**src/wprc_pkg.sv**
```systemverilog
// Package: widths, register codes, controller types and the rate class function.
package wprc_pkg;

    localparam int SAMPLE_BITS = 12;
    localparam int COUNT_BITS  = 16;
    localparam int MAX_SMOOTH  = 16;

    localparam int TIME_W    = 32;
    localparam int SMOOTH_W  = 5;
    localparam int CFG_IDX_W = 3;
    localparam int CFG_W     = 32;

    localparam int CNT_W   = $clog2(MAX_SMOOTH + 1);
    localparam int ACC_W   = SAMPLE_BITS + CNT_W;
    localparam int STEP_W  = $clog2(ACC_W);

    localparam logic [SAMPLE_BITS-1:0] THR_ON_RST  = SAMPLE_BITS'(2000);
    localparam logic [SAMPLE_BITS-1:0] THR_OFF_RST = SAMPLE_BITS'(1500);
    localparam logic [TIME_W-1:0]      WINDOW_RST  = TIME_W'(10000);
    localparam logic [TIME_W-1:0]      DEBOUNCE_RST = TIME_W'(200);
    localparam logic [SMOOTH_W-1:0]    SMOOTH_RST  = SMOOTH_W'(4);

    localparam logic [COUNT_BITS-1:0]  COUNT_MAX   = '1;

    typedef enum logic [CFG_IDX_W-1:0] {
        CFG_THR_ON   = 3'd0,
        CFG_THR_OFF  = 3'd1,
        CFG_WINDOW   = 3'd2,
        CFG_DEBOUNCE = 3'd3,
        CFG_SMOOTH   = 3'd4
    } t_cfg_idx;

    typedef enum logic [1:0] {
        CLS_CALM        = 2'd0,
        CLS_REGULATING  = 2'd1,
        CLS_ACTIVE      = 2'd2,
        CLS_OVERWHELMED = 2'd3
    } t_rate_class;

    typedef enum logic [2:0] {
        ST_IDLE,
        ST_ADD,
        ST_DIV,
        ST_EVAL,
        ST_EMIT
    } t_state;

    typedef struct packed {
        logic load;
        logic add;
        logic div_step;
        logic eval;
        logic emit;
    } t_ctrl_cmd;

    typedef struct packed {
        logic grp_fire;
        logic div_last;
        logic out_free;
    } t_dp_sts;

    function automatic t_rate_class class_of(input logic [COUNT_BITS-1:0] n);
        t_rate_class c;
        if (n <= COUNT_BITS'(1)) begin
            c = CLS_CALM;
        end else if (n == COUNT_BITS'(2)) begin
            c = CLS_REGULATING;
        end else if (n == COUNT_BITS'(3)) begin
            c = CLS_ACTIVE;
        end else begin
            c = CLS_OVERWHELMED;
        end
        return c;
    endfunction

endpackage

```
**src/wprc_if.sv**
```systemverilog
// Interfaces: sample input channel and result output channel.
interface wprc_in_if;
    logic                             valid;
    logic                             ready;
    logic [wprc_pkg::SAMPLE_BITS-1:0] sample;
    logic [wprc_pkg::TIME_W-1:0]      now_ms;

    modport source (output valid, output sample, output now_ms, input ready);
    modport sink   (input valid, input sample, input now_ms, output ready);
endinterface

interface wprc_out_if;
    logic                             valid;
    logic                             ready;
    logic                             group_done;
    logic [wprc_pkg::SAMPLE_BITS-1:0] level;
    logic                             pressed;
    logic [wprc_pkg::COUNT_BITS-1:0]  press_count;
    logic                             window_closed;
    logic [wprc_pkg::COUNT_BITS-1:0]  window_total;
    logic [1:0]                       rate_class;

    modport source (output valid, output group_done, output level, output pressed,
                    output press_count, output window_closed, output window_total,
                    output rate_class, input ready);
    modport sink   (input valid, input group_done, input level, input pressed,
                    input press_count, input window_closed, input window_total,
                    input rate_class, output ready);
endinterface

```
**src/windowed_press_rate_classifier.sv**
```systemverilog
// Top level: windowed press-rate classifier, controller plus datapath.
//
// Each accepted sample beat yields exactly one result beat. A sample that does
// not complete an averaging group goes through accept, accumulate and emit; a
// sample that completes a group adds a divide and an evaluate step before the
// emit, because the group average comes from a bit-serial restoring divider
// that produces one quotient bit per cycle over the ACC_W-bit group sum,
// followed by the evaluation. The result sits in an output register, so
// the next sample is taken while it waits; emission stalls only if the
// previous result has still not been taken.
module windowed_press_rate_classifier (
    input  logic                             i_clk,
    input  logic                             i_rst_n,
    input  logic                             i_cfg_we,
    input  logic [wprc_pkg::CFG_IDX_W-1:0]   i_cfg_idx,
    input  logic [wprc_pkg::CFG_W-1:0]       i_cfg_data,
    wprc_in_if.sink                          i_in,
    wprc_out_if.source                       o_out
);

    wprc_pkg::t_ctrl_cmd cmd;
    wprc_pkg::t_dp_sts   sts;
    wprc_pkg::t_state    state;
    logic                in_ready;

    wprc_ctrl u_ctrl (
        .i_clk      (i_clk),
        .i_rst_n    (i_rst_n),
        .i_in_valid (i_in.valid),
        .i_sts      (sts),
        .o_in_ready (in_ready),
        .o_cmd      (cmd),
        .o_state    (state)
    );

    wprc_dp u_dp (
        .i_clk           (i_clk),
        .i_rst_n         (i_rst_n),
        .i_cfg_we        (i_cfg_we),
        .i_cfg_idx       (i_cfg_idx),
        .i_cfg_data      (i_cfg_data),
        .i_cmd           (cmd),
        .i_sample        (i_in.sample),
        .i_now_ms        (i_in.now_ms),
        .i_out_ready     (o_out.ready),
        .o_sts           (sts),
        .o_out_valid     (o_out.valid),
        .o_group_done    (o_out.group_done),
        .o_level         (o_out.level),
        .o_pressed       (o_out.pressed),
        .o_press_count   (o_out.press_count),
        .o_window_closed (o_out.window_closed),
        .o_window_total  (o_out.window_total),
        .o_rate_class    (o_out.rate_class)
    );

    assign i_in.ready = in_ready;

`ifndef SYNTHESIS
    a_accept_leaves_idle: assert property (@(posedge i_clk) disable iff (!i_rst_n)
        (i_in.valid && i_in.ready) |=> (state == wprc_pkg::ST_ADD))
        else $error("accepted beat did not start accumulation");

    a_valid_from_emit: assert property (@(posedge i_clk) disable iff (!i_rst_n)
        $rose(o_out.valid) |-> $past(cmd.emit))
        else $error("result valid rose without an emit");

    a_no_close_without_group: assert property (@(posedge i_clk) disable iff (!i_rst_n)
        (o_out.valid && !o_out.group_done) |->
            (!o_out.window_closed && o_out.window_total == '0))
        else $error("window closed on a beat with no completed group");

    a_one_cmd: assert property (@(posedge i_clk) disable iff (!i_rst_n)
        $onehot0({cmd.load, cmd.add, cmd.div_step, cmd.eval, cmd.emit}))
        else $error("controller issued overlapping commands");
`endif

endmodule

```
**src/wprc_ctrl.sv**
```systemverilog
// Controller: sequences accept, accumulate, divide, evaluate and emit.
module wprc_ctrl (
    input  logic                i_clk,
    input  logic                i_rst_n,
    input  logic                i_in_valid,
    input  wprc_pkg::t_dp_sts   i_sts,
    output logic                o_in_ready,
    output wprc_pkg::t_ctrl_cmd o_cmd,
    output wprc_pkg::t_state    o_state
);

    wprc_pkg::t_state r_state;
    wprc_pkg::t_state n_state;

    always_ff @(posedge i_clk) begin
        if (!i_rst_n) begin
            r_state <= wprc_pkg::ST_IDLE;
        end else begin
            r_state <= n_state;
        end
    end

    always_comb begin
        n_state = r_state;
        case (r_state)
            wprc_pkg::ST_IDLE: begin
                if (i_in_valid) n_state = wprc_pkg::ST_ADD;
            end
            wprc_pkg::ST_ADD: begin
                n_state = i_sts.grp_fire ? wprc_pkg::ST_DIV : wprc_pkg::ST_EMIT;
            end
            wprc_pkg::ST_DIV: begin
                if (i_sts.div_last) n_state = wprc_pkg::ST_EVAL;
            end
            wprc_pkg::ST_EVAL: begin
                n_state = wprc_pkg::ST_EMIT;
            end
            wprc_pkg::ST_EMIT: begin
                if (i_sts.out_free) n_state = wprc_pkg::ST_IDLE;
            end
            default: begin
                n_state = wprc_pkg::ST_IDLE;
            end
        endcase
    end

    always_comb begin
        o_in_ready     = 1'b0;
        o_cmd          = '0;
        case (r_state)
            wprc_pkg::ST_IDLE: begin
                o_in_ready = 1'b1;
                o_cmd.load = i_in_valid;
            end
            wprc_pkg::ST_ADD:  o_cmd.add      = 1'b1;
            wprc_pkg::ST_DIV:  o_cmd.div_step = 1'b1;
            wprc_pkg::ST_EVAL: o_cmd.eval     = 1'b1;
            wprc_pkg::ST_EMIT: o_cmd.emit     = i_sts.out_free;
            default: begin
                o_in_ready = 1'b0;
            end
        endcase
    end

    assign o_state = r_state;

endmodule

```
**src/wprc_dp.sv**
```systemverilog
// Datapath: config registers, accumulator, serial divider, press/window logic, output register.
module wprc_dp (
    input  logic                             i_clk,
    input  logic                             i_rst_n,
    input  logic                             i_cfg_we,
    input  logic [wprc_pkg::CFG_IDX_W-1:0]   i_cfg_idx,
    input  logic [wprc_pkg::CFG_W-1:0]       i_cfg_data,
    input  wprc_pkg::t_ctrl_cmd              i_cmd,
    input  logic [wprc_pkg::SAMPLE_BITS-1:0] i_sample,
    input  logic [wprc_pkg::TIME_W-1:0]      i_now_ms,
    input  logic                             i_out_ready,
    output wprc_pkg::t_dp_sts                o_sts,
    output logic                             o_out_valid,
    output logic                             o_group_done,
    output logic [wprc_pkg::SAMPLE_BITS-1:0] o_level,
    output logic                             o_pressed,
    output logic [wprc_pkg::COUNT_BITS-1:0]  o_press_count,
    output logic                             o_window_closed,
    output logic [wprc_pkg::COUNT_BITS-1:0]  o_window_total,
    output logic [1:0]                       o_rate_class
);

    localparam int SB = wprc_pkg::SAMPLE_BITS;
    localparam int CB = wprc_pkg::COUNT_BITS;
    localparam int TW = wprc_pkg::TIME_W;
    localparam int NW = wprc_pkg::CNT_W;
    localparam int AW = wprc_pkg::ACC_W;
    localparam int SW = wprc_pkg::STEP_W;

    // configuration
    logic [SB-1:0]                 r_thr_on;
    logic [SB-1:0]                 r_thr_off;
    logic [TW-1:0]                 r_window;
    logic [TW-1:0]                 r_debounce;
    logic [wprc_pkg::SMOOTH_W-1:0] r_smooth;

    // block state
    logic [AW-1:0]         r_acc;
    logic [NW-1:0]         r_cnt;
    logic [SB-1:0]         r_level;
    logic                  r_held;
    logic [TW-1:0]         r_last_press;
    logic [TW-1:0]         r_win_start;
    logic [CB-1:0]         r_count;
    wprc_pkg::t_rate_class r_class;
    logic                  r_out_vld;

    // per-item payload
    logic [SB-1:0] r_sample;
    logic [TW-1:0] r_now;
    logic [AW-1:0] r_div_q;
    logic [NW-1:0] r_rem;
    logic [SW-1:0] r_step;
    logic          r_done;
    logic          r_closed;
    logic [CB-1:0] r_total;

    logic          r_o_done;
    logic [SB-1:0] r_o_level;
    logic          r_o_pressed;
    logic [CB-1:0] r_o_count;
    logic          r_o_closed;
    logic [CB-1:0] r_o_total;
    logic [1:0]    r_o_class;

    logic [NW-1:0] gsize;
    logic [AW-1:0] n_acc;
    logic [NW-1:0] n_cnt;
    logic          grp_fire;
    logic [NW:0]   rem_sh;
    logic          q_bit;
    logic [NW-1:0] n_rem;

    logic [SB-1:0]         ev_level;
    logic                  press_ok;
    logic                  held1;
    logic [CB-1:0]         count1;
    logic                  win_end;
    logic [TW-1:0]         dt_press;
    logic [TW-1:0]         dt_win;

    always_comb begin
        if (32'(r_smooth) > 32'(wprc_pkg::MAX_SMOOTH)) begin
            gsize = NW'(wprc_pkg::MAX_SMOOTH);
        end else if (r_smooth == '0) begin
            gsize = NW'(1);
        end else begin
            gsize = NW'(r_smooth);
        end
    end

    assign n_acc    = r_acc + AW'(r_sample);
    assign n_cnt    = r_cnt + NW'(1);
    assign grp_fire = (n_cnt >= gsize);

    // restoring divider step
    assign rem_sh = {r_rem, r_div_q[AW-1]};
    assign q_bit  = (rem_sh >= {1'b0, gsize});
    assign n_rem  = q_bit ? NW'(rem_sh - {1'b0, gsize}) : rem_sh[NW-1:0];

    // evaluation
    assign ev_level = r_div_q[SB-1:0];
    assign dt_press = r_now - r_last_press;
    assign dt_win   = r_now - r_win_start;
    assign press_ok = !r_held && (ev_level >= r_thr_on) && (dt_press > r_debounce);
    assign held1    = r_held || press_ok;
    assign count1   = (press_ok && r_count != wprc_pkg::COUNT_MAX) ? r_count + CB'(1)
                                                                   : r_count;
    assign win_end  = (dt_win >= r_window);

    assign o_sts.grp_fire = grp_fire;
    assign o_sts.div_last = (r_step == SW'(AW - 1));
    assign o_sts.out_free = !r_out_vld || i_out_ready;

    always_ff @(posedge i_clk) begin
        if (!i_rst_n) begin
            r_thr_on     <= wprc_pkg::THR_ON_RST;
            r_thr_off    <= wprc_pkg::THR_OFF_RST;
            r_window     <= wprc_pkg::WINDOW_RST;
            r_debounce   <= wprc_pkg::DEBOUNCE_RST;
            r_smooth     <= wprc_pkg::SMOOTH_RST;
            r_acc        <= '0;
            r_cnt        <= '0;
            r_level      <= '0;
            r_held       <= 1'b0;
            r_last_press <= '0;
            r_win_start  <= '0;
            r_count      <= '0;
            r_class      <= wprc_pkg::CLS_CALM;
            r_out_vld    <= 1'b0;
        end else begin
            if (i_cfg_we) begin
                case (wprc_pkg::t_cfg_idx'(i_cfg_idx))
                    wprc_pkg::CFG_THR_ON:   r_thr_on   <= i_cfg_data[SB-1:0];
                    wprc_pkg::CFG_THR_OFF:  r_thr_off  <= i_cfg_data[SB-1:0];
                    wprc_pkg::CFG_WINDOW:   r_window   <= i_cfg_data[TW-1:0];
                    wprc_pkg::CFG_DEBOUNCE: r_debounce <= i_cfg_data[TW-1:0];
                    wprc_pkg::CFG_SMOOTH:   r_smooth   <= i_cfg_data[wprc_pkg::SMOOTH_W-1:0];
                    default: begin
                    end
                endcase
            end
            if (i_cmd.add) begin
                r_acc <= grp_fire ? '0 : n_acc;
                r_cnt <= grp_fire ? '0 : n_cnt;
            end
            if (i_cmd.eval) begin
                r_level <= ev_level;
                r_held  <= held1 && !(ev_level <= r_thr_off);
                if (press_ok) r_last_press <= r_now;
                if (win_end) begin
                    r_class     <= wprc_pkg::class_of(count1);
                    r_count     <= '0;
                    r_win_start <= r_now;
                end else begin
                    r_count <= count1;
                end
            end
            if (i_cmd.emit) begin
                r_out_vld <= 1'b1;
            end else if (i_out_ready) begin
                r_out_vld <= 1'b0;
            end
        end
    end

    always_ff @(posedge i_clk) begin
        if (i_cmd.load) begin
            r_sample <= i_sample;
            r_now    <= i_now_ms;
        end
        if (i_cmd.add) begin
            r_done   <= grp_fire;
            r_closed <= 1'b0;
            r_total  <= '0;
            r_div_q  <= n_acc;
            r_rem    <= '0;
            r_step   <= '0;
        end
        if (i_cmd.div_step) begin
            r_div_q <= {r_div_q[AW-2:0], q_bit};
            r_rem   <= n_rem;
            r_step  <= r_step + SW'(1);
        end
        if (i_cmd.eval && win_end) begin
            r_closed <= 1'b1;
            r_total  <= count1;
        end
        if (i_cmd.emit) begin
            r_o_done    <= r_done;
            r_o_level   <= r_level;
            r_o_pressed <= r_held;
            r_o_count   <= r_count;
            r_o_closed  <= r_closed;
            r_o_total   <= r_total;
            r_o_class   <= r_class;
        end
    end

    assign o_out_valid     = r_out_vld;
    assign o_group_done    = r_o_done;
    assign o_level         = r_o_level;
    assign o_pressed       = r_o_pressed;
    assign o_press_count   = r_o_count;
    assign o_window_closed = r_o_closed;
    assign o_window_total  = r_o_total;
    assign o_rate_class    = r_o_class;

endmodule
```
**src/flat_wrapper.sv**
```systemverilog
// flat-port wrapper written by rule: the top's interface ports become plain ports
module windowed_press_rate_classifier_flat 
  (i_clk, i_rst_n, i_cfg_we, i_cfg_idx, i_cfg_data, i_in_valid, i_in_sample, i_in_now_ms, i_in_ready, o_out_valid, o_out_group_done, o_out_level, o_out_pressed, o_out_press_count, o_out_window_closed, o_out_window_total, o_out_rate_class, o_out_ready);
  wprc_in_if i_in_i ();
  wprc_out_if o_out_i ();
  input  logic i_clk;
  input  logic i_rst_n;
  input  logic i_cfg_we;
  input  logic [wprc_pkg::CFG_IDX_W-1:0] i_cfg_idx;
  input  logic [wprc_pkg::CFG_W-1:0] i_cfg_data;
  input wire logic [$bits(i_in_i.valid)-1:0] i_in_valid;
  input wire logic [$bits(i_in_i.sample)-1:0] i_in_sample;
  input wire logic [$bits(i_in_i.now_ms)-1:0] i_in_now_ms;
  output wire logic [$bits(i_in_i.ready)-1:0] i_in_ready;
  output wire logic [$bits(o_out_i.valid)-1:0] o_out_valid;
  output wire logic [$bits(o_out_i.group_done)-1:0] o_out_group_done;
  output wire logic [$bits(o_out_i.level)-1:0] o_out_level;
  output wire logic [$bits(o_out_i.pressed)-1:0] o_out_pressed;
  output wire logic [$bits(o_out_i.press_count)-1:0] o_out_press_count;
  output wire logic [$bits(o_out_i.window_closed)-1:0] o_out_window_closed;
  output wire logic [$bits(o_out_i.window_total)-1:0] o_out_window_total;
  output wire logic [$bits(o_out_i.rate_class)-1:0] o_out_rate_class;
  input wire logic [$bits(o_out_i.ready)-1:0] o_out_ready;
  assign i_in_i.valid = i_in_valid;
  assign i_in_i.sample = i_in_sample;
  assign i_in_i.now_ms = i_in_now_ms;
  assign i_in_ready = i_in_i.ready;
  assign o_out_valid = o_out_i.valid;
  assign o_out_group_done = o_out_i.group_done;
  assign o_out_level = o_out_i.level;
  assign o_out_pressed = o_out_i.pressed;
  assign o_out_press_count = o_out_i.press_count;
  assign o_out_window_closed = o_out_i.window_closed;
  assign o_out_window_total = o_out_i.window_total;
  assign o_out_rate_class = o_out_i.rate_class;
  assign o_out_i.ready = o_out_ready;
  windowed_press_rate_classifier u_core (.i_clk(i_clk), .i_rst_n(i_rst_n), .i_cfg_we(i_cfg_we), .i_cfg_idx(i_cfg_idx), .i_cfg_data(i_cfg_data), .i_in(i_in_i), .o_out(o_out_i));
endmodule
```
**config.mk**
```make
export PLATFORM = sky130hd
export DESIGN_NAME = windowed_press_rate_classifier_flat
export DESIGN_NICKNAME = d
export VERILOG_FILES = /design/src/wprc_pkg.sv /design/src/wprc_if.sv /design/src/windowed_press_rate_classifier.sv /design/src/wprc_ctrl.sv /design/src/wprc_dp.sv /design/src/flat_wrapper.sv
export SDC_FILE = /design/constraint.sdc
export NUM_CORES = 1
export LEC_CHECK = 0
export ABC_AREA = 1
export BUFFER_PORTS_ARGS = -buffer_cell sky130_fd_sc_hd__buf_2
export CORE_AREA = 5 5 191 193
export CTS_CLUSTER_DIAMETER = 200
export CTS_CLUSTER_SIZE = 40
export DETAILED_ROUTE_END_ITERATION = 6
export DIE_AREA = 0 0 196 198
export PLACE_DENSITY = 0.77
export SLEW_MARGIN = 20
export SYNTH_ARGS = -nofsm -noshare
export SYNTH_HDL_FRONTEND = slang
export SYNTH_SLANG_ARGS = --single-unit
export TNS_END_PERCENT = 5
```
**constraint.sdc**
```tcl
create_clock -name i_clk -period 4.7 [get_ports i_clk]
set_input_delay 0.94 -clock i_clk [delete_from_list [all_inputs] [get_ports i_clk]]
set_output_delay 0.94 -clock i_clk [all_outputs]
set_load 0.01 [all_outputs]
```
Yosys cells after proc, flatten, opt, wreduce, memory -nomap -nowiden. Index checks and enable logic that the tools add are counted.

Bits in registers: 352. Word-level logic and storage cells: 114.

Add/subtract/negate cells: 7. Magnitude comparators: 8. Equality and inequality tests: 15. Muxes and demuxes: 30. Reductions and logical operators: 24.

Operators by type and width (number): 16-bit two-way mux (4); 32-bit subtractor (2); 17-bit two-way mux (3); 5-bit two-way mux (7); 16-bit by 2-bit == test with 1-bit output, second input constant (2); 32-bit >= comparator (1); 32-bit greater-than comparator (1); 17-bit by 12-bit adder with 17-bit output (1); 16-bit by 1-bit adder with 16-bit output, second input constant (1); 16-bit by 1-bit less-or-equal comparator with 1-bit output, second input constant (1); 16-bit inequality test, second input constant (1); 3-bit one-hot mux with 5 select lines (1); 2-bit AND reduction (7); 3-bit by 2-bit == test with 1-bit output, second input constant (4); 12-bit >= comparator (1); 12-bit less-or-equal comparator (1); 3-bit two-way mux (4); 5-bit by 1-bit adder with 5-bit output, second input constant (2); 1-bit two-way mux (9); 3-bit by 1-bit == test with 1-bit output, second input constant (2); 3-bit == test, second input constant (2); 6-bit by 5-bit >= comparator with 1-bit output (1); 3-bit zero test (2); 2-bit nonzero test (3); 12 further kinds (21).

Longest topological paths before layout. Gate-level depths: netlist of run 1.

Word-level depth: 9. Depth in mapped cells: 32. Mapped depth without buffers: 31.

Hierarchy. A second synthesis of run 1 with hierarchy kept.

Cell total of the unflattened synthesis: 2241. Area, all modules: 19090.8 um^2.

By module, submodules not included: wprc_dp (instances 1, cells an instance 2210, area an instance 18888.1 um^2, seq. area each 8358.0 um^2); wprc_ctrl (instances 1, cells an instance 31, area an instance 202.7 um^2, seq. area each 60.1 um^2).

Least setup slack after synthesis of run 1. No wires, ideal clock.

Kind: input to register. Start point: in i_in_valid. End point: reg u_core.u_dp.r_now[0], enable pin. Setup time: 500 ps. Arrival time: 3994 ps. Setup slack: 207 ps. Stages: 2. Path buffers: 0. Cells stage by stage: inv_1 > nor3_1.

RTL lines: from (decl) (RTL line flat_wrapper.sv:11) `input wire logic [$bits(i_in_i.valid)-1:0] i_in_valid;`; to (signal assigned) (RTL line wprc_dp.sv:170) `r_now <= i_now_ms;`; to (decl) (RTL line wprc_dp.sv:50) `logic [TW-1:0] r_now;`.

Worst setup path after layout of run 1.
Start point: reg u_core.u_dp.r_now[0]. End point: reg u_core.u_dp.r_total[15] (data pin).

Cells in the longest elaborated chain, start to end: 6. Elaborated cells between the ends (all ways): 9. Those cells by class: 2 x add/sub; 2 x order compare; 2 x mux; 3 x reduce/logical.

Ends and longest elaborated chain: 32-bit subtractor (RTL line wprc_dp.sv:103) `assign dt_press = r_now - r_last_press;`; 32-bit greater-than comparator (RTL line wprc_dp.sv:105) `assign press_ok = !r_held && (ev_level >= r_thr_on) && (dt_press > r_debounce);`; 1-bit logical AND (RTL line wprc_dp.sv:105); 1-bit logical AND (RTL line wprc_dp.sv:107) `assign count1 = (press_ok && r_count != wprc_pkg::COUNT_MAX) ? r_count + CB'(1)`; 16-bit two-way mux (RTL line wprc_dp.sv:107); 16-bit two-way mux * (RTL line wprc_dp.sv:185) `if (i_cmd.eval && win_end) begin`; to (signal assigned) (RTL line wprc_dp.sv:187) `r_total <= count1;`; to (decl) (RTL line wprc_dp.sv:56) `logic [CB-1:0] r_total;`.

Mark *: on every way between the ends. The rest lies on a longest branch, timed or not. A chain may end at the register's enable or synchronous reset.

==> qor.txt, run 1 <==
total grt overflow - 0
outcome - finished, final reports clean
Post-Synthesis Cells - 2195
Max VDD drop - 0.266 mV
ys async rst share - 0%
share of cells above drive strength 1 - 10.8%
mapped cell area - 18700 µm²
top_reg_cell synth - dfxtp_1
Crit Path Category - flip-flop to flip-flop
vias in the first global route - 14605
Fin Setup TNS - 0 ns
Post-synth EDFFs - 137
Design Area, Final - 20600 µm²
Ys Warns - 0
RR Startpoint - u_core.u_dp.r_now[0]
row count - 68
nets - 2583
critical path arrival - 4.77 ns
Netlist cell types - 48
Initial DRC Count - 1236
Die W - 196 µm
Area growth syn-to-layout - 10.1%
I/O Buffers - 134
worst-margin pin slew - 0.928 ns
Total Routing Usage GR - 23.0%
Synth Register Bits - 352
global placer's final weighted congestion - 0.936
post-route minimum period - 4.44 ns
largest net degree at the start of global routing - 88
Avg Inst Size Synth - 8.53 µm²
worst-skew pair later-pin latency - 0.52 ns
WL final - 46500 µm
Fin. Hold Viols - 0
Max Cap Violations - 0
syn_nets - 2459
most frequent cell after synthesis - nand2_1
max frequency - 0.225 GHz
die area - 38800 µm²
sequential fraction of the synthesis area - 45.0%
Pleak - 8.31 nW
Root Buffer - clkbuf_16
clock sink count - 352
Bufs on Longest Clock Path - 3
Worst path max stage delay - 0.42 ns
routed length per instance - 16.7 µm
post-DP HPWL - 35200 µm
RSZ-0062 raised after global routing - yes
CTS tree - done
HP Start - u_core.u_dp.r_total[15]
CP Capture Type - flip-flop
total CTS buffers - 12
Top Ports - 135
share of the synthesized area in the top cell type - 23.0%
via count - 15391
Final Skew - 0.0328 ns
Core Region - 34400 µm²
routed vias/inst - 5.53
initial antenna violation count - 1
Slew Limit Fails - 0
WP data required - 5.04 ns
worst path cell trace - inv_2 > ha_1 > inv_1 > fa_1 > nand3_1 > nand2_1 > a21oi_1 > buf_4 > inv_1 > a21oi_2 > o21ai_0 > buf_4 > a31oi_1 > xnor2_1 > ha_1 > nand2_1 > o21a_1 > o221a_2 > nand2_1 > nand2_1 > nand2_1 > nand2_4 > buf_12 > a21oi_1
slew margin rel. - 38.0%
Initial Util - 54.5%
die height - 198 µm
Post-DRT Antenna Nets - 0
clock slew seen by the registers of the worst setup and hold paths - 0.14 ns
CP Max Fanout - 19
Power Dens Cells - 329 nW/µm²
slowest cell on the critical path - edfxtp_1
drt pass-1 iters - 5
post-route DRC violation count - 0
Synth area leader - dfxtp_1
final total power - 0.00677 W
most frequent cells after synthesis - 340 x nand2_1, 324 x a21oi_1, 249 x inv_1
CP Launch Point - u_core.u_dp.r_now[0]
# fillers - 3062
area post-placement - 20000 µm²
first-pass GRT wire length - 73900 µm
crit-path most repeated cell - nand2_1
Min-Delay Path Class - flip-flop to flip-flop
H-tree levels - 1
CP startpoint kind - flip-flop
Final Setup Violations - 0
Synth area leaders - dfxtp_1 23%, edfxtp_1 22%, ha_1 12%
period utilization - 94.4%
## layout by cell type, fill, tap and decap left out, types with 58 or more instances in the layout
cell type and count:
nor2_1 146, inv_1 248, xor2_1 58, edfxtp_1 137
o21ai_0 209, dfxtp_1 215, buf_2 133, ha_1 173
a21oi_1 313, nand2_1 338
## layout make-up
class                   count  area (µm²)  area share [%]
repair buffers            179        1080            5.25
flip-flops and latches    352        8420            40.9
clock buffers              19         348            1.69
clock inverters             1        8.76          0.0425
inverters                 255         957            4.65
multi-input cells        1519        9220            44.8
well taps                 455         569            2.76
diodes                      1        2.50          0.0121
## worst paths after layout
path	endpoint	slack (ns)	cells after the start
max	u_core.u_dp.r_total[15]	0.26	24
min reg2reg	u_core.u_dp.o_window_total[15]	0.43	0
max reg2reg	u_core.u_dp.r_total[15]	0.26	24
min	u_core.u_dp.o_window_total[15]	0.43	0
## critical path: cells and delay by family, from the launching register on
| family | cells | cell delay, ns |
|---|---|---|
| and+or+nand+nor | 7 | 0.77 |
| xor gates and xnor gates | 1 | 0.11 |
| AOI/OAI and AO/OA | 7 | 1.27 |
| adders and majority gates | 3 | 0.90 |
| buffers and inverters | 6 | 0.77 |
| DFF | 1 | 0.42 |
## sequential cells by signal, summed over array words and instances, names as in the netlist, 16 cells and up
| name | cells |
|---|---|
| u_core.u_dp.r_debounce | 32 |
| u_core.u_dp.r_now | 32 |
| u_core.u_dp.r_window | 32 |
| u_core.u_dp.r_win_start | 32 |
| u_core.u_dp.o_press_count | 16 |
| u_core.u_dp.o_window_total | 16 |
| u_core.u_dp.r_acc | 17 |
| u_core.u_dp.r_count | 16 |
| u_core.u_dp.r_div_q | 17 |
| u_core.u_dp.r_last_press | 32 |
| u_core.u_dp.r_total | 16 |
## where the power goes
| group | switching, W | internal [W] |
|---|---|---|
| sequential | 0.000134 | 0.00339 |
| combinational | 0.00113 | 0.000687 |
| clock | 0.000899 | 0.000528 |
## through the flow
stage	hold slack (ns)	util (%)	instances	setup slack, ns
after floorplan	0.400	-	2195	0.207
after global placement	0.404	58.2	2747	0.100
after detailed placement	0.405	58.2	2747	0.0348
after CTS	0.436	59.2	2767	0.0542
after global routing	0.444	59.9	2781	-0.0538
final	0.435	59.9	2781	0.262
## cells by family after synthesis
family / share of synthesized area [%]
AOI/OAI and AO/OA: 17.3
xor gates and xnor gates: 4.54
adders and majority gates: 12.2
buffers and inverters: 6.68
DFF: 45.0
and+or+nand+nor: 14.3
## routing by layer
layer,share of wire (%),vias to the layer above,global-route usage (%)
li1,-,7733,-
met2,46,422,38.2
met1,45,7183,32.7
met5,0,-,0
met4,2.3,0,5.56
met3,5.9,53,2.25
## repair_timing
action,in CTS,in global routing
gates resized for setup,2,36
buffers inserted,0,12
endpoints found under the setup margin,2,78
cloned,0,1
hold buffers,0,0
pin swaps,0,11
Note: power is estimated with default switching activity, not from simulation.
==> run 2: changes to the inputs <==
- ABC_AREA: 1 -> unset
- CORE_AREA: 5 5 191 193 -> 5 5 192 194
- DIE_AREA: 0 0 196 198 -> 0 0 197 199
==> qor.txt, run 2 <==
outcome - complete, but fails checks
failing checks - setup timing
sequential fraction of the synthesis area - 44.6%
final setup margin - -0.744 ns
worst-margin pin slew - 0.978 ns
Initial Util - 53.8%
RSZ-0062 raised after global routing - yes
post-route DRC violation count - 0
Synth area leaders - dfxtp_1 23%, edfxtp_1 22%, ha_1 12%
Avg Inst Size Synth - 8.90 µm²
drt pass-1 iters - 6
Reg2Reg Setup Slack - -0.74 ns
final total power - 0.00602 W
HP Start - u_core.u_dp.r_level[5]
Post-CTS Hold Buffers - 0
Synth area leader - dfxtp_1
total grt overflow - 0
dpl cells - 2769
Worst path max stage delay - 0.43 ns
Root Buffer - clkbuf_16
Core Region - 35100 µm²
slowest cell on the critical path - edfxtp_1
Reg area - 8420 µm²
via count - 15761
Crit Path Category - flip-flop to flip-flop
Post-Synthesis Cells - 2119
Non-Filler Instances - 2805
top_reg_cell synth - dfxtp_1
most common cell after layout, fill and taps aside - nand2_1
clock slew seen by the registers of the worst setup and hold paths - 0.15 ns
Total Routing Usage GR - 23.6%
CTS tree - done
Area growth syn-to-layout - 16.8%
r2r worst-path depth - 28
Bufs on Longest Clock Path - 3
Top Ports - 135
critical path arrival - 5.90 ns
CP startpoint kind - flip-flop
vias in the first global route - 15263
nets - 2600
share of cells above drive strength 1 - 17.5%
max frequency - 0.184 GHz
share of the synthesized area in the top cell type - 22.8%
commonest non-fill, non-tap cells in the layout - 385 x nand2_1, 235 x a21oi_1, 214 x dfxtp_1
Slew Limit Fails - 0
post-DP HPWL - 35600 µm
Multi-input gate area - 9980 µm²
most frequent cells after synthesis - 392 x nand2_1, 257 x a21oi_1, 215 x dfxtp_1
largest net degree at the start of global routing - 82
routed length per instance - 17.3 µm
Final Skew - 0.0226 ns
Final Setup Violations - 67
RR Startpoint - u_core.u_dp.r_now[0]
post-route minimum period - 5.44 ns
clock sink count - 352
period utilization - 116%
CP Launch Point - u_core.u_dp.r_now[0]
Post-synth EDFFs - 137
Fin Setup TNS - -37.61 ns
I/O Buffers - 134
H-tree levels - 1
Power Dens Cells - 273 nW/µm²
WL final - 48500 µm
Post-DRT Antenna Nets - 0
Min-Delay Path Class - flip-flop to flip-flop
Hold Path Cell Cnt - 0
syn_nets - 2383
row count - 69
slew margin rel. - 34.8%
die area - 39200 µm²
Max VDD drop - 0.262 mV
worst r2r dst - u_core.u_dp.r_count[9]
Pleak - 8.40 nW
CP Max Fanout - 8
CP Capture Type - flip-flop
die height - 199 µm
Netlist cell types - 71
initial antenna violation count - 5
Fin. Hold Viols - 0
Ys Warns - 0
most frequent cell after synthesis - nand2_1
WP data required - 5.15 ns
mapped cell area - 18900 µm²
routed vias/inst - 5.62
Hold EP - u_core.u_dp.o_level[5]
worst-skew pair later-pin latency - 0.53 ns
Initial DRC Count - 1135
ys async rst share - 0%
Synth Register Bits - 352
Max Cap Violations - 0
pre-CTS WS - -0.857 ns
# fillers - 2999
global placer's final weighted congestion - 0.920
Die W - 197 µm
first-pass GRT wire length - 76400 µm
total CTS buffers - 12
## run 2: cells by family (layout without fill, tap and decap cells)
kind of cell,after synthesis,count (layout),share of synthesized area [%]
flops,352,352,44.6
other cells,0,2,0
xor+xnor,95,95,4.41
fa+ha+maj,180,180,12.1
compound gates,515,515,16.4
simple gates,701,701,16.6
mux,10,10,0.537
buf+inv,266,489,5.33
## run 2: worst max path at each step
stage | endpoint | slack, ns | depth (start not counted)
floorplan | u_core.u_dp.r_class[1] | -0.32 | 27
global placement | u_core.u_dp.r_class[1] | -0.68 | 27
detailed placement | u_core.u_dp.r_class[1] | -0.86 | 27
CTS | u_core.u_dp.r_class[1] | -0.64 | 27
global route | u_core.u_dp.r_count[9] | -0.95 | 28
finish | u_core.u_dp.r_count[9] | -0.74 | 28
## run 2: repair_timing
item                                    CTS  global route
cloned                                    0             2
gates resized for setup                  48            65
setup buffers                             5             7
pin swaps                                15            18
endpoints found under the setup margin  116           116
## run 2: final cells by class
type                            count  share of cell area [%]
Timing Repair Buffer              288                    9.17
Clock buffer                       19                    1.58
Inverter                          181                    3.09
Multi-Input combinational cell   1501                    45.3
Antenna cell                        2                  0.0227
Tap cell                          461                    2.62
Clock inverter                      1                  0.0397
Sequential cell                   352                    38.2
## run 2: per-layer routing
metal	global-route usage, %	share of wire (%)	vias to the layer above
li1	-	-	7732
met1	32.4	45	7533
met2	40.0	47	421
met3	3.25	4.9	69
met4	5.70	2.4	6
met5	0	0.091	-
## run 2: metrics by stage
step                      hold WS [ns]  util (%)  area [µm²]
after CTS                        0.426      61.7       21600
after global placement           0.403      59.9       21000
after global routing             0.445      62.9       22000
final                            0.432      62.9       22000
after detailed placement         0.411      59.9       21000
after floorplan                  0.400         -       18900
## run 2: power breakdown
| part | leakage, nW | internal [W] | switching [W] | total [W] |
|---|---|---|---|---|
| logic | 5.19 | 0.000544 | 0.000684 | 0.00123 |
| clock network | 0.172 | 0.000528 | 0.000923 | 0.00145 |
| registers | 3.03 | 0.00327 | 0.0000655 | 0.00334 |
| total | 8.40 | 0.00434 | 0.00167 | 0.00602 |
## run 2: worst max-delay path, delay by kind of cell, from the launching register on
kind            cells  cell delay, ns
simple gates        6            1.29
flops               1            0.43
xor+xnor            1            0.12
compound gates     11            1.91
buf+inv             7            0.82
fa+ha+maj           3            0.80
